--- src/design/dsa_pkg.sv ---
// ----------------------------------------------------------------------------
// dsa_pkg
// Types, codes and date arithmetic shared by the date set adjuster.
// ----------------------------------------------------------------------------
package dsa_pkg;

  localparam logic REQ_POLL = 1'b0;
  localparam logic REQ_LOAD = 1'b1;

  localparam int unsigned MonthMax   = 12;
  localparam int unsigned YearMax    = 99;
  localparam int unsigned CenturyMax = 99;

  typedef enum logic [1:0] {
    ED_NONE  = 2'd0,
    ED_DAY   = 2'd1,
    ED_MONTH = 2'd2,
    ED_YEAR  = 2'd3
  } edit_t;

  typedef struct packed {
    logic       req_type;
    logic       set_pressed;
    logic       up_pressed;
    logic       down_pressed;
    logic [4:0] load_day;
    logic [3:0] load_month;
    logic [6:0] load_year;
  } req_t;

  typedef struct packed {
    logic [4:0] day_out;
    logic [3:0] month_out;
    logic [6:0] year_out;
    logic [6:0] century_out;
    logic [1:0] edit_field;
    logic       commit;
  } res_t;

  typedef struct packed {
    logic [4:0] day;
    logic [3:0] month;
    logic [6:0] year;
    logic [6:0] century;
  } date_t;

  typedef struct packed {
    logic [3:0] month;
    logic [6:0] year;
    logic [6:0] century;
  } my_t;

  // year 00 leaps when the century is a multiple of four
  function automatic logic [4:0] month_len(logic [3:0] m, logic [6:0] y, logic [6:0] c);
    logic leap;
    leap = (y == 7'd0) ? (c[1:0] == 2'd0) : (y[1:0] == 2'd0);
    case (m)
      4'd2:                      month_len = leap ? 5'd29 : 5'd28;
      4'd4, 4'd6, 4'd9, 4'd11:   month_len = 5'd30;
      default:                   month_len = 5'd31;
    endcase
  endfunction

  function automatic my_t fix_my(logic signed [5:0] m, logic signed [7:0] y, logic [6:0] c);
    logic signed [7:0] yy;
    my_t r;
    yy = y;
    r.century = c;
    if (m > $signed(6'(MonthMax))) begin
      r.month = 4'd1;
      yy = y + 8'sd1;
    end else if (m < 6'sd1) begin
      r.month = 4'(MonthMax);
      yy = y - 8'sd1;
    end else begin
      r.month = m[3:0];
    end
    if (yy > $signed(8'(YearMax))) begin
      r.year = 7'd0;
      r.century = (c == 7'(CenturyMax)) ? 7'd0 : c + 7'd1;
    end else if (yy < 8'sd0) begin
      r.year = 7'(YearMax);
      r.century = (c == 7'd0) ? 7'(CenturyMax) : c - 7'd1;
    end else begin
      r.year = yy[6:0];
    end
    return r;
  endfunction

  function automatic date_t normalize(logic signed [6:0] d, logic signed [5:0] m,
                                      logic signed [7:0] y, logic [6:0] c);
    my_t a;
    my_t b;
    logic [4:0] len;
    date_t r;
    a = fix_my(m, y, c);
    len = month_len(a.month, a.year, a.century);
    if (d > $signed({2'b00, len})) begin
      b = fix_my($signed({2'b00, a.month}) + 6'sd1, $signed({1'b0, a.year}), a.century);
      r.day = 5'd1;
    end else if (d < 7'sd1) begin
      b = fix_my($signed({2'b00, a.month}) - 6'sd1, $signed({1'b0, a.year}), a.century);
      r.day = month_len(b.month, b.year, b.century);
    end else begin
      b = a;
      r.day = d[4:0];
    end
    r.month = b.month;
    r.year = b.year;
    r.century = b.century;
    return r;
  endfunction

endpackage

--- src/design/dsa_req_if.sv ---
// ----------------------------------------------------------------------------
// dsa_req_if
// Request channel: valid/ready handshake carrying one key poll or load.
// ----------------------------------------------------------------------------
interface dsa_req_if;
  import dsa_pkg::*;

  logic valid;
  logic ready;
  req_t data;

  modport source (output valid, output data, input ready);
  modport sink (input valid, input data, output ready);
endinterface

--- src/design/dsa_res_if.sv ---
// ----------------------------------------------------------------------------
// dsa_res_if
// Result channel: valid/ready handshake carrying the current date and mode.
// ----------------------------------------------------------------------------
interface dsa_res_if;
  import dsa_pkg::*;

  logic valid;
  logic ready;
  res_t data;

  modport source (output valid, output data, input ready);
  modport sink (input valid, input data, output ready);
endinterface

--- src/design/date_set_adjuster_top.sv ---
// ----------------------------------------------------------------------------
// date_set_adjuster_top
// Calendar date keeper with a three-key editor and RTC load.
//
// req_ch takes one request per handshake: a key poll (set/up/down levels)
// or a date load from the RTC. res_ch returns exactly one result per
// request: the normalized date, the field under edit and a commit pulse
// that marks the poll which ended an edit.
// A request passes two registers on its way to the result: the input
// register, then the result register, which the date update logic writes
// in the same cycle as the date state. The block takes one request per
// cycle while the receiver does not stall; each request updates the date
// registers as it leaves the input register.
// Reset sets the date to day 1, month 1, year 01, century 20, no edit,
// and empties both registers. When the receiver stalls the result is held,
// the input register still fills, and req_ch.ready drops once both are
// occupied.
// ----------------------------------------------------------------------------
module date_set_adjuster_top (
  input  logic      clk,
  input  logic      rst,
  dsa_req_if.sink   req_ch,
  dsa_res_if.source res_ch
);
  import dsa_pkg::*;

  req_t              s1;
  logic              s1_valid;
  res_t              res;
  logic              res_valid;
  logic              adv;

  logic [4:0]        cur_day;
  logic [3:0]        cur_month;
  logic [6:0]        cur_year;
  logic [6:0]        cur_century;
  edit_t             edit_mode;

  edit_t             edit_mode_next;
  logic              commit_next;
  logic signed [6:0] d_in;
  logic signed [5:0] m_in;
  logic signed [7:0] y_in;
  date_t             date_next;

  assign adv = s1_valid && (!res_valid || res_ch.ready);
  assign req_ch.ready = !s1_valid || adv;
  assign res_ch.valid = res_valid;
  assign res_ch.data = res;

  always_comb begin
    edit_mode_next = edit_mode;
    commit_next = 1'b0;
    d_in = $signed({2'b00, cur_day});
    m_in = $signed({2'b00, cur_month});
    y_in = $signed({1'b0, cur_year});
    if (s1.req_type == REQ_POLL) begin
      if (s1.set_pressed) begin
        edit_mode_next = edit_t'(edit_mode + 2'd1);
        commit_next = (edit_mode_next == ED_NONE);
      end
      case (edit_mode_next)
        ED_DAY:   d_in = d_in + 7'(s1.up_pressed) - 7'(s1.down_pressed);
        ED_MONTH: m_in = m_in + 6'(s1.up_pressed) - 6'(s1.down_pressed);
        ED_YEAR:  y_in = y_in + 8'(s1.up_pressed) - 8'(s1.down_pressed);
        default:  ;
      endcase
    end else if (edit_mode == ED_NONE) begin
      d_in = $signed({2'b00, s1.load_day});
      m_in = (s1.load_month > 4'(MonthMax)) ? 6'(MonthMax) : $signed({2'b00, s1.load_month});
      y_in = (s1.load_year > 7'(YearMax)) ? 8'(YearMax) : $signed({1'b0, s1.load_year});
    end
    date_next = normalize(d_in, m_in, y_in, cur_century);
  end

  always_ff @(posedge clk) begin
    if (req_ch.valid && req_ch.ready) begin
      s1 <= req_ch.data;
    end
    if (adv) begin
      res.day_out <= date_next.day;
      res.month_out <= date_next.month;
      res.year_out <= date_next.year;
      res.century_out <= date_next.century;
      res.edit_field <= edit_mode_next;
      res.commit <= commit_next;
    end
  end

  always_ff @(posedge clk) begin
    if (rst) begin
      s1_valid <= 1'b0;
      res_valid <= 1'b0;
      cur_day <= 5'd1;
      cur_month <= 4'd1;
      cur_year <= 7'd1;
      cur_century <= 7'd20;
      edit_mode <= ED_NONE;
    end else begin
      if (req_ch.ready) begin
        s1_valid <= req_ch.valid;
      end
      if (adv) begin
        res_valid <= 1'b1;
        cur_day <= date_next.day;
        cur_month <= date_next.month;
        cur_year <= date_next.year;
        cur_century <= date_next.century;
        edit_mode <= edit_mode_next;
      end else if (res_ch.ready) begin
        res_valid <= 1'b0;
      end
    end
  end

  a_commit_on_exit: assert property (@(posedge clk) disable iff (rst)
    adv && s1.req_type == REQ_POLL && s1.set_pressed && edit_mode == ED_YEAR
    |=> res.commit && edit_mode == ED_NONE)
    else $error("year edit exit did not commit");

  a_load_while_edit: assert property (@(posedge clk) disable iff (rst)
    adv && s1.req_type == REQ_LOAD && edit_mode != ED_NONE
    |=> $stable(cur_day) && $stable(cur_month) && $stable(cur_year) && $stable(cur_century))
    else $error("load changed date during edit");

  a_valid_date: assert property (@(posedge clk) disable iff (rst)
    res_valid |-> res.day_out >= 5'd1 && res.month_out >= 4'd1
      && res.month_out <= 4'(MonthMax) && res.year_out <= 7'(YearMax)
      && res.century_out <= 7'(CenturyMax))
    else $error("result date out of range");

  a_mode_hold: assert property (@(posedge clk) disable iff (rst)
    !adv |=> $stable(edit_mode))
    else $error("edit mode changed without a request");

endmodule
--- src/flat_wrapper.sv ---
// flat-port wrapper written by rule: the top's interface ports become plain ports
module date_set_adjuster_top_flat import dsa_pkg::*;
  (clk, rst, req_ch_valid, req_ch_data, req_ch_ready, res_ch_valid, res_ch_data, res_ch_ready);
  dsa_req_if req_ch_i ();
  dsa_res_if res_ch_i ();
  input  logic clk;
  input  logic rst;
  input wire logic [$bits(req_ch_i.valid)-1:0] req_ch_valid;
  input wire logic [$bits(req_ch_i.data)-1:0] req_ch_data;
  output wire logic [$bits(req_ch_i.ready)-1:0] req_ch_ready;
  output wire logic [$bits(res_ch_i.valid)-1:0] res_ch_valid;
  output wire logic [$bits(res_ch_i.data)-1:0] res_ch_data;
  input wire logic [$bits(res_ch_i.ready)-1:0] res_ch_ready;
  assign req_ch_i.valid = req_ch_valid;
  assign req_ch_i.data = req_ch_data;
  assign req_ch_ready = req_ch_i.ready;
  assign res_ch_valid = res_ch_i.valid;
  assign res_ch_data = res_ch_i.data;
  assign res_ch_i.ready = res_ch_ready;
  date_set_adjuster_top u_core (.clk(clk), .rst(rst), .req_ch(req_ch_i), .res_ch(res_ch_i));
endmodule
--- config.mk ---
export PLATFORM = sky130hd
export DESIGN_NAME = date_set_adjuster_top_flat
export DESIGN_NICKNAME = d
export VERILOG_FILES = /design/src/design/dsa_pkg.sv /design/src/design/dsa_req_if.sv /design/src/design/dsa_res_if.sv /design/src/design/date_set_adjuster_top.sv /design/src/flat_wrapper.sv
export SDC_FILE = /design/constraint.sdc
export NUM_CORES = 1
export LEC_CHECK = 0
export ABC_CLOCK_PERIOD_IN_PS = 7200
export BUFFER_PORTS_ARGS = -buffer_cell sky130_fd_sc_hd__buf_2
export CAP_MARGIN = 20
export CORE_MARGIN = 2
export CORE_UTILIZATION = 58
export CTS_BUF_LIST = sky130_fd_sc_hd__clkbuf_8
export DETAILED_ROUTE_END_ITERATION = 6
export GPL_ROUTABILITY_DRIVEN = 0
export PLACE_DENSITY = 0.8
export SYNTH_ARGS = -nofsm -noshare
export SYNTH_HDL_FRONTEND = slang
export SYNTH_SLANG_ARGS = --single-unit
--- constraint.sdc ---
create_clock -name clk -period 7.2 [get_ports clk]
set_input_delay 1.44 -clock clk [delete_from_list [all_inputs] [get_ports clk]]
set_output_delay 1.44 -clock clk [all_outputs]
set_load 0.02 [all_outputs]
==> impl_metrics.env, run 1 <==
export IMPL_skew_ps=19.2
export IMPL_crit_top_cell="ha_1"
export IMPL_maxCapViolations=0
export IMPL_grt_max_degree=30
export IMPL_synth_edf_count=46
export IMPL_die_w_um=119
export IMPL_startpoint_type="flip-flop"
export IMPL_p_total_uw=1770
export IMPL_drc=0
export IMPL_worstPathRequired_ps=7320
export IMPL_firstDrtPassIters=6
export IMPL_ys_seq_area_share_pct=25.3
export IMPL_clock_sinks=73
export IMPL_vias=8236
export IMPL_synth_fp_nets=1013
export IMPL_nNetsFinal=1057
export IMPL_yosysWarningCount=0
export IMPL_viasPerCell=7.03
export IMPL_wl_per_cell_um=19.9
export IMPL_numCtsBuffers=9
export IMPL_slew_headroom_pct=30.0
export IMPL_antenna_found_initial=0
export IMPL_layout_common_cells="nor2_1, nand2_1, a21oi_1"
export IMPL_ant_nets=0
export IMPL_drtIter0Drc=1451
export IMPL_ff2ff_setup_slack_ps=300
export IMPL_reg2reg_depth=27
export IMPL_power_leakage_uw=0.00309
export IMPL_fp_coreArea_um2=12700
export IMPL_grt_pass1_wl_um=36800
export IMPL_cts_tree="done"
export IMPL_timing_rr_end="u_core.res_ch.data[3]$_DFFE_PP_"
export IMPL_grt_overflow=0
export IMPL_ir_worst_vdd_mv=0.118
export IMPL_synthFlopType="edfxtp_1"
export IMPL_ctsHoldBuffers=0
export IMPL_clock_latency_ps=380
export IMPL_hp_class="flip-flop to flip-flop"
export IMPL_drive_above_1_share_pct=18.7
export IMPL_port_buffer_count=51
export IMPL_hold_path_startpoint="u_core.s1_valid$_SDFFE_PP0N_"
export IMPL_layout_worst_path_cycle_share_pct=95.8
export IMPL_powerDensity_nw_per_um2=210
export IMPL_syn_to_final_growth_pct=11.1
export IMPL_cp_end_kind="flip-flop"
export IMPL_hold_viol_final=0
export IMPL_slew_violations=0
export IMPL_worst_path_largest_cell_delay_ps=560
export IMPL_diodes=0
export IMPL_crit_buf_inv=3
export IMPL_syn_area_um2=7600
export IMPL_avgSynthCellArea_um2=8.00
export IMPL_async_flop_share_pct=0
export IMPL_whs_endpoint="u_core.res_ch.valid$_SDFFE_PP0P_"
export IMPL_synth_cell_types=110
export IMPL_design_die_area_um2=14000
export IMPL_fin_setup_tns_ps=0
export IMPL_track_usage_pct=32.2
export IMPL_start_util_pct=59.8
export IMPL_multi_input_area_um2=5440
export IMPL_worstReg2RegStart="u_core.s1[17]$_DFFE_PP_"
export IMPL_final_util_pct=66.4
export IMPL_worstMarginPinSlew_ps=1050
export IMPL_critPathMaxFanout=15
export IMPL_fin_crit_ps=6900
export IMPL_seq_area_um2=1920
export IMPL_drt_total_wl_um=23300
export IMPL_slowest_stage="a2111o_1"
export IMPL_row_count=41
export IMPL_mostFrequentLayoutCell="nor2_1"
export IMPL_crit_type="flip-flop to flip-flop"
export IMPL_boundaryPins=52
export IMPL_hpwl_um=17400
export IMPL_ys_ff_latch=73
export IMPL_num_fill_cells=1119
export IMPL_cp_top_family="compound AO/OA/AOI/OAI gates"
export IMPL_root_buffer="clkbuf_8"
export IMPL_path_clk_slew_ps=90
export IMPL_die_height_um=119
export IMPL_hold_depth=2
export IMPL_postSynthCellCount=951
export IMPL_first_global_vias=7123
export IMPL_outcome="completed"
export IMPL_htree_levels=3
export IMPL_max_freq_ghz=0.145
export IMPL_clockBufferDepth=2
export IMPL_cp_arrival_ps=7020
export IMPL_setup_viol=0
## layer usage
layer	part of all wire [%]	GRT usage, %	up-vias
li1	-	-	3755
met4	2.6	10.1	0
met5	0	0	-
met2	42	45.3	588
met1	42	47.5	3806
met3	13	8.74	87
## cell families after synthesis
kind of cell | synth area share (%)
AOI/OAI and AO/OA | 32.6
xor gates and xnor gates | 2.71
adders and majority gates | 6.48
buffers and inverters | 5.50
DFF | 25.3
muxes | 2.20
and+or+nand+nor | 25.2
## worst reg2reg max path, cell delays in order (launching register included)
cell	delay, ps
edfxtp_1	440
ha_1	290
ha_1	340
inv_1	70
ha_1	270
or4b_1	480
o31ai_2	120
nand2_1	290
a2111o_1	560
a2111oi_4	410
or3_4	230
nand3_2	100
o211ai_1	200
o311a_1	230
inv_1	70
ha_1	220
nor3_1	280
nor3b_1	90
o32a_1	360
ha_1	270
nand2_1	50
o21ai_0	100
o41ai_2	280
nand2_1	150
buf_4	230
a221o_1	270
a21oi_1	170
nor2_1	70
## cells in the mapped netlist (11+ instances only)
cell       n  area share, %
dfxtp_1   27            7.1
edfxtp_1  46             18
nand4_1   16            1.3
xnor2_1   13            1.5
and2_1    12           0.99
nand3_1   34            2.2
or3_1     11           0.90
a31oi_1   18            1.5
and3_1    14            1.2
nand2_1   81            4.0
clkbuf_1  35            1.7
nor2_1    90            4.4
o21ai_0   57            3.8
o211ai_1  21            2.1
a21oi_1   71            4.7
a211oi_1  20            2.0
o31ai_1   16            1.6
inv_1     36            1.8
buf_2     16            1.1
nor3_1    28            1.8
ha_1      37            6.1
## power breakdown
| group | switching [uW] | internal (uW) |
|---|---|---|
| combinational | 585 | 333 |
| clock | 165 | 161 |
| sequential | 34.7 | 491 |
## worst max-delay path by stage
stage,from,endpoint,slack [ps],cells past startpoint
2_1_floorplan,u_core.s1[17]$_DFFE_PP_,u_core.res_ch.data[11]$_DFFE_PP_,360,29
3_3_place_gp,u_core.s1[17]$_DFFE_PP_,u_core.res_ch.data[21]$_DFFE_PP_,210,26
3_5_place_dp,u_core.s1[17]$_DFFE_PP_,u_core.res_ch.data[9]$_DFFE_PP_,50,26
4_1_cts,u_core.s1[17]$_DFFE_PP_,u_core.res_ch.data[21]$_DFFE_PP_,8,26
5_1_grt,u_core.s1[17]$_DFFE_PP_,u_core.res_ch.data[3]$_DFFE_PP_,-50,28
6_report,u_core.s1[17]$_DFFE_PP_,u_core.res_ch.data[3]$_DFFE_PP_,300,27
## flip-flops by register name, summed over array words and instances (netlist names)
name,cells
u_core.cur_century,7
u_core.cur_day,5
u_core.cur_month,4
u_core.cur_year,7
u_core.edit_mode,2
u_core.res_ch.data,26
u_core.res_ch.valid,1
u_core.s1,20
u_core.s1_valid,1
## cell type report
type                    count  area share (%)
flip-flops and latches     73            22.8
clock inverters             7           0.844
inverters                  37            1.64
repair buffers             89            6.40
clock buffers               9            1.47
well taps                 172            2.55
multi-input cells         785            64.3
## metrics by stage
step           hold slack, ps  instance area (um^2)  std cells  setup slack (ps)
2_1_floorplan             469                  7600        951               359
3_3_place_gp              502                  8050       1150               209
3_5_place_dp              513                  8050       1150              47.5
4_1_cts                   521                  8250       1166              8.29
5_1_grt                   586                  8450       1172             -49.8
6_report                  517                  8450       1172               299
## what timing repair did
action	4_1_cts	5_1_grt
resized for setup	0	34
buffers inserted	0	4
endpoints found under the setup margin	0	46
(Power assumes the default switching activity.)
==> run 2, diff against run 1 <==
--- a/config.mk
+++ b/config.mk
@@ -7,10 +7,10 @@
 export LEC_CHECK = 0
 export ABC_CLOCK_PERIOD_IN_PS = 7200
 export BUFFER_PORTS_ARGS = -buffer_cell sky130_fd_sc_hd__buf_2
-export CAP_MARGIN = 20
+export CAP_MARGIN = 0
 export CORE_MARGIN = 2
 export CORE_UTILIZATION = 58
-export CTS_BUF_LIST = sky130_fd_sc_hd__clkbuf_8
+export CTS_BUF_LIST = sky130_fd_sc_hd__clkbuf_4
 export DETAILED_ROUTE_END_ITERATION = 6
 export GPL_ROUTABILITY_DRIVEN = 0
 export PLACE_DENSITY = 0.8
==> impl_metrics.env, run 2 (synthesis results as in run 1) <==
export IMPL_whs_endpoint="u_core.res_ch.valid$_SDFFE_PP0P_"
export IMPL_ir_worst_vdd_mv=0.0915
export IMPL_p_total_uw=1710
export IMPL_skew_ps=29.2
export IMPL_fin_crit_ps=6890
export IMPL_nNetsFinal=1057
export IMPL_layout_worst_path_cycle_share_pct=95.6
export IMPL_seq_area_um2=1920
export IMPL_die_w_um=119
export IMPL_largest_reg_flops=26
export IMPL_max_freq_ghz=0.145
export IMPL_fin_setup_tns_ps=0
export IMPL_worst_path_largest_cell_delay_ps=470
export IMPL_setup_viol=0
export IMPL_instances_no_fill=1173
export IMPL_clock_latency_ps=470
export IMPL_first_global_vias=7096
export IMPL_start_util_pct=59.8
export IMPL_drc=0
export IMPL_dp_slack_ps=47.5
export IMPL_slew_violations=0
export IMPL_worstMarginPinSlew_ps=1060
export IMPL_ant_nets=0
export IMPL_cp_end_kind="flip-flop"
export IMPL_design_die_area_um2=14000
export IMPL_grt_overflow=0
export IMPL_hpwl_um=17400
export IMPL_layout_common_cells="nor2_1, nand2_1, a21oi_1"
export IMPL_firstDrtPassIters=7
export IMPL_ff2ff_setup_slack_ps=310
export IMPL_dp_cells=1150
export IMPL_reg2reg_depth=28
export IMPL_vias=8139
export IMPL_htree_levels=3
export IMPL_ctsHoldBuffers=0
export IMPL_slew_headroom_pct=29.6
export IMPL_syn_to_final_growth_pct=10.1
export IMPL_power_leakage_uw=0.00306
export IMPL_slowest_stage="a2111o_1"
export IMPL_startpoint_type="flip-flop"
export IMPL_grt_pass1_wl_um=36600
export IMPL_die_height_um=119
export IMPL_root_buffer="clkbuf_4"
export IMPL_maxCapViolations=0
export IMPL_crit_type="flip-flop to flip-flop"
export IMPL_cp_arrival_ps=7100
export IMPL_critPathMaxFanout=15
export IMPL_hp_class="flip-flop to flip-flop"
export IMPL_powerDensity_nw_per_um2=204
export IMPL_viasPerCell=6.94
export IMPL_worstReg2RegStart="u_core.s1[17]$_DFFE_PP_"
export IMPL_clockBufferDepth=2
export IMPL_mostFrequentLayoutCell="nor2_1"
export IMPL_boundaryPins=52
export IMPL_wl_per_cell_um=19.7
export IMPL_path_clk_slew_ps=140
export IMPL_crit_top_cell="ha_1"
export IMPL_clock_sinks=73
export IMPL_port_buffer_count=51
export IMPL_antenna_found_initial=1
export IMPL_multi_input_area_um2=5400
export IMPL_worstPathRequired_ps=7410
export IMPL_num_fill_cells=1134
export IMPL_outcome="completed"
export IMPL_grt_max_degree=30
export IMPL_fin_area_um2=8370
export IMPL_track_usage_pct=32.0
export IMPL_finalWorstSetupSlack_ps=314
export IMPL_hold_path_startpoint="u_core.s1_valid$_SDFFE_PP0N_"
export IMPL_fp_coreArea_um2=12700
export IMPL_drive_above_1_share_pct=18.6
export IMPL_drtIter0Drc=1381
export IMPL_cts_tree="done"
export IMPL_placed_area_um2=8050
export IMPL_hold_viol_final=0
export IMPL_timing_rr_end="u_core.res_ch.data[3]$_DFFE_PP_"
export IMPL_hold_depth=2
export IMPL_row_count=41
export IMPL_numCtsBuffers=9
export IMPL_drt_total_wl_um=23100
run 2: critical path, delay by kind of cell, from the launching register on:
kind,cells,cell delay (ps)
compound gates,11,2840
fa+ha+maj,5,1380
simple gates,7,990
flops,1,460
mux,1,440
buf+inv,3,340
xor+xnor,1,180
run 2: layout make-up:
type	count	share of cell area (%)
clock buffer	10	0.896
antenna	1	0.0299
tap	172	2.57
sequential	73	23.0
timing repair buffer	90	6.54
inverter	37	1.66
multi-input combinational	784	64.5
clock inverter	6	0.807
run 2: where the power goes:
part | switching (uW) | total [uW] | internal [uW]
Sequential | 34.5 | 526 | 491
Combinational | 578 | 912 | 334
Clock | 157 | 269 | 112
Total | 770 | 1710 | 937
run 2: worst max path at each step:
stage                                 start                          endpoint  slack (ps)  depth (start not counted)
global route        u_core.s1[17]$_DFFE_PP_  u_core.res_ch.data[21]$_DFFE_PP_         -50                         27
detailed placement  u_core.s1[17]$_DFFE_PP_   u_core.res_ch.data[9]$_DFFE_PP_          50                         26
finish              u_core.s1[17]$_DFFE_PP_   u_core.res_ch.data[3]$_DFFE_PP_         310                         28
floorplan           u_core.s1[17]$_DFFE_PP_  u_core.res_ch.data[11]$_DFFE_PP_         360                         29
global placement    u_core.s1[17]$_DFFE_PP_  u_core.res_ch.data[21]$_DFFE_PP_         210                         26
CTS                 u_core.s1[17]$_DFFE_PP_  u_core.res_ch.data[21]$_DFFE_PP_         110                         26
run 2: through the flow:
step	utilization (%)	hold slack [ps]
global placement	63.3	502
floorplan	-	469
detailed placement	63.3	513
CTS	64.4	527
global route	65.8	592
finish	65.8	525
run 2: routing by layer:
| layer | track usage (%) | share of wire [%] |
|---|---|---|
| met1 | 48.0 | 43 |
| met2 | 44.9 | 42 |
| met4 | 10.1 | 2.6 |
| met3 | 7.72 | 13 |
| met5 | 0 | 0 |
run 2: timing repair:
item,in CTS,in global routing
pin swaps,0,5
buffers inserted,0,5
gates cloned,0,1
gates resized for setup,1,29
endpoints found under the setup margin,1,46
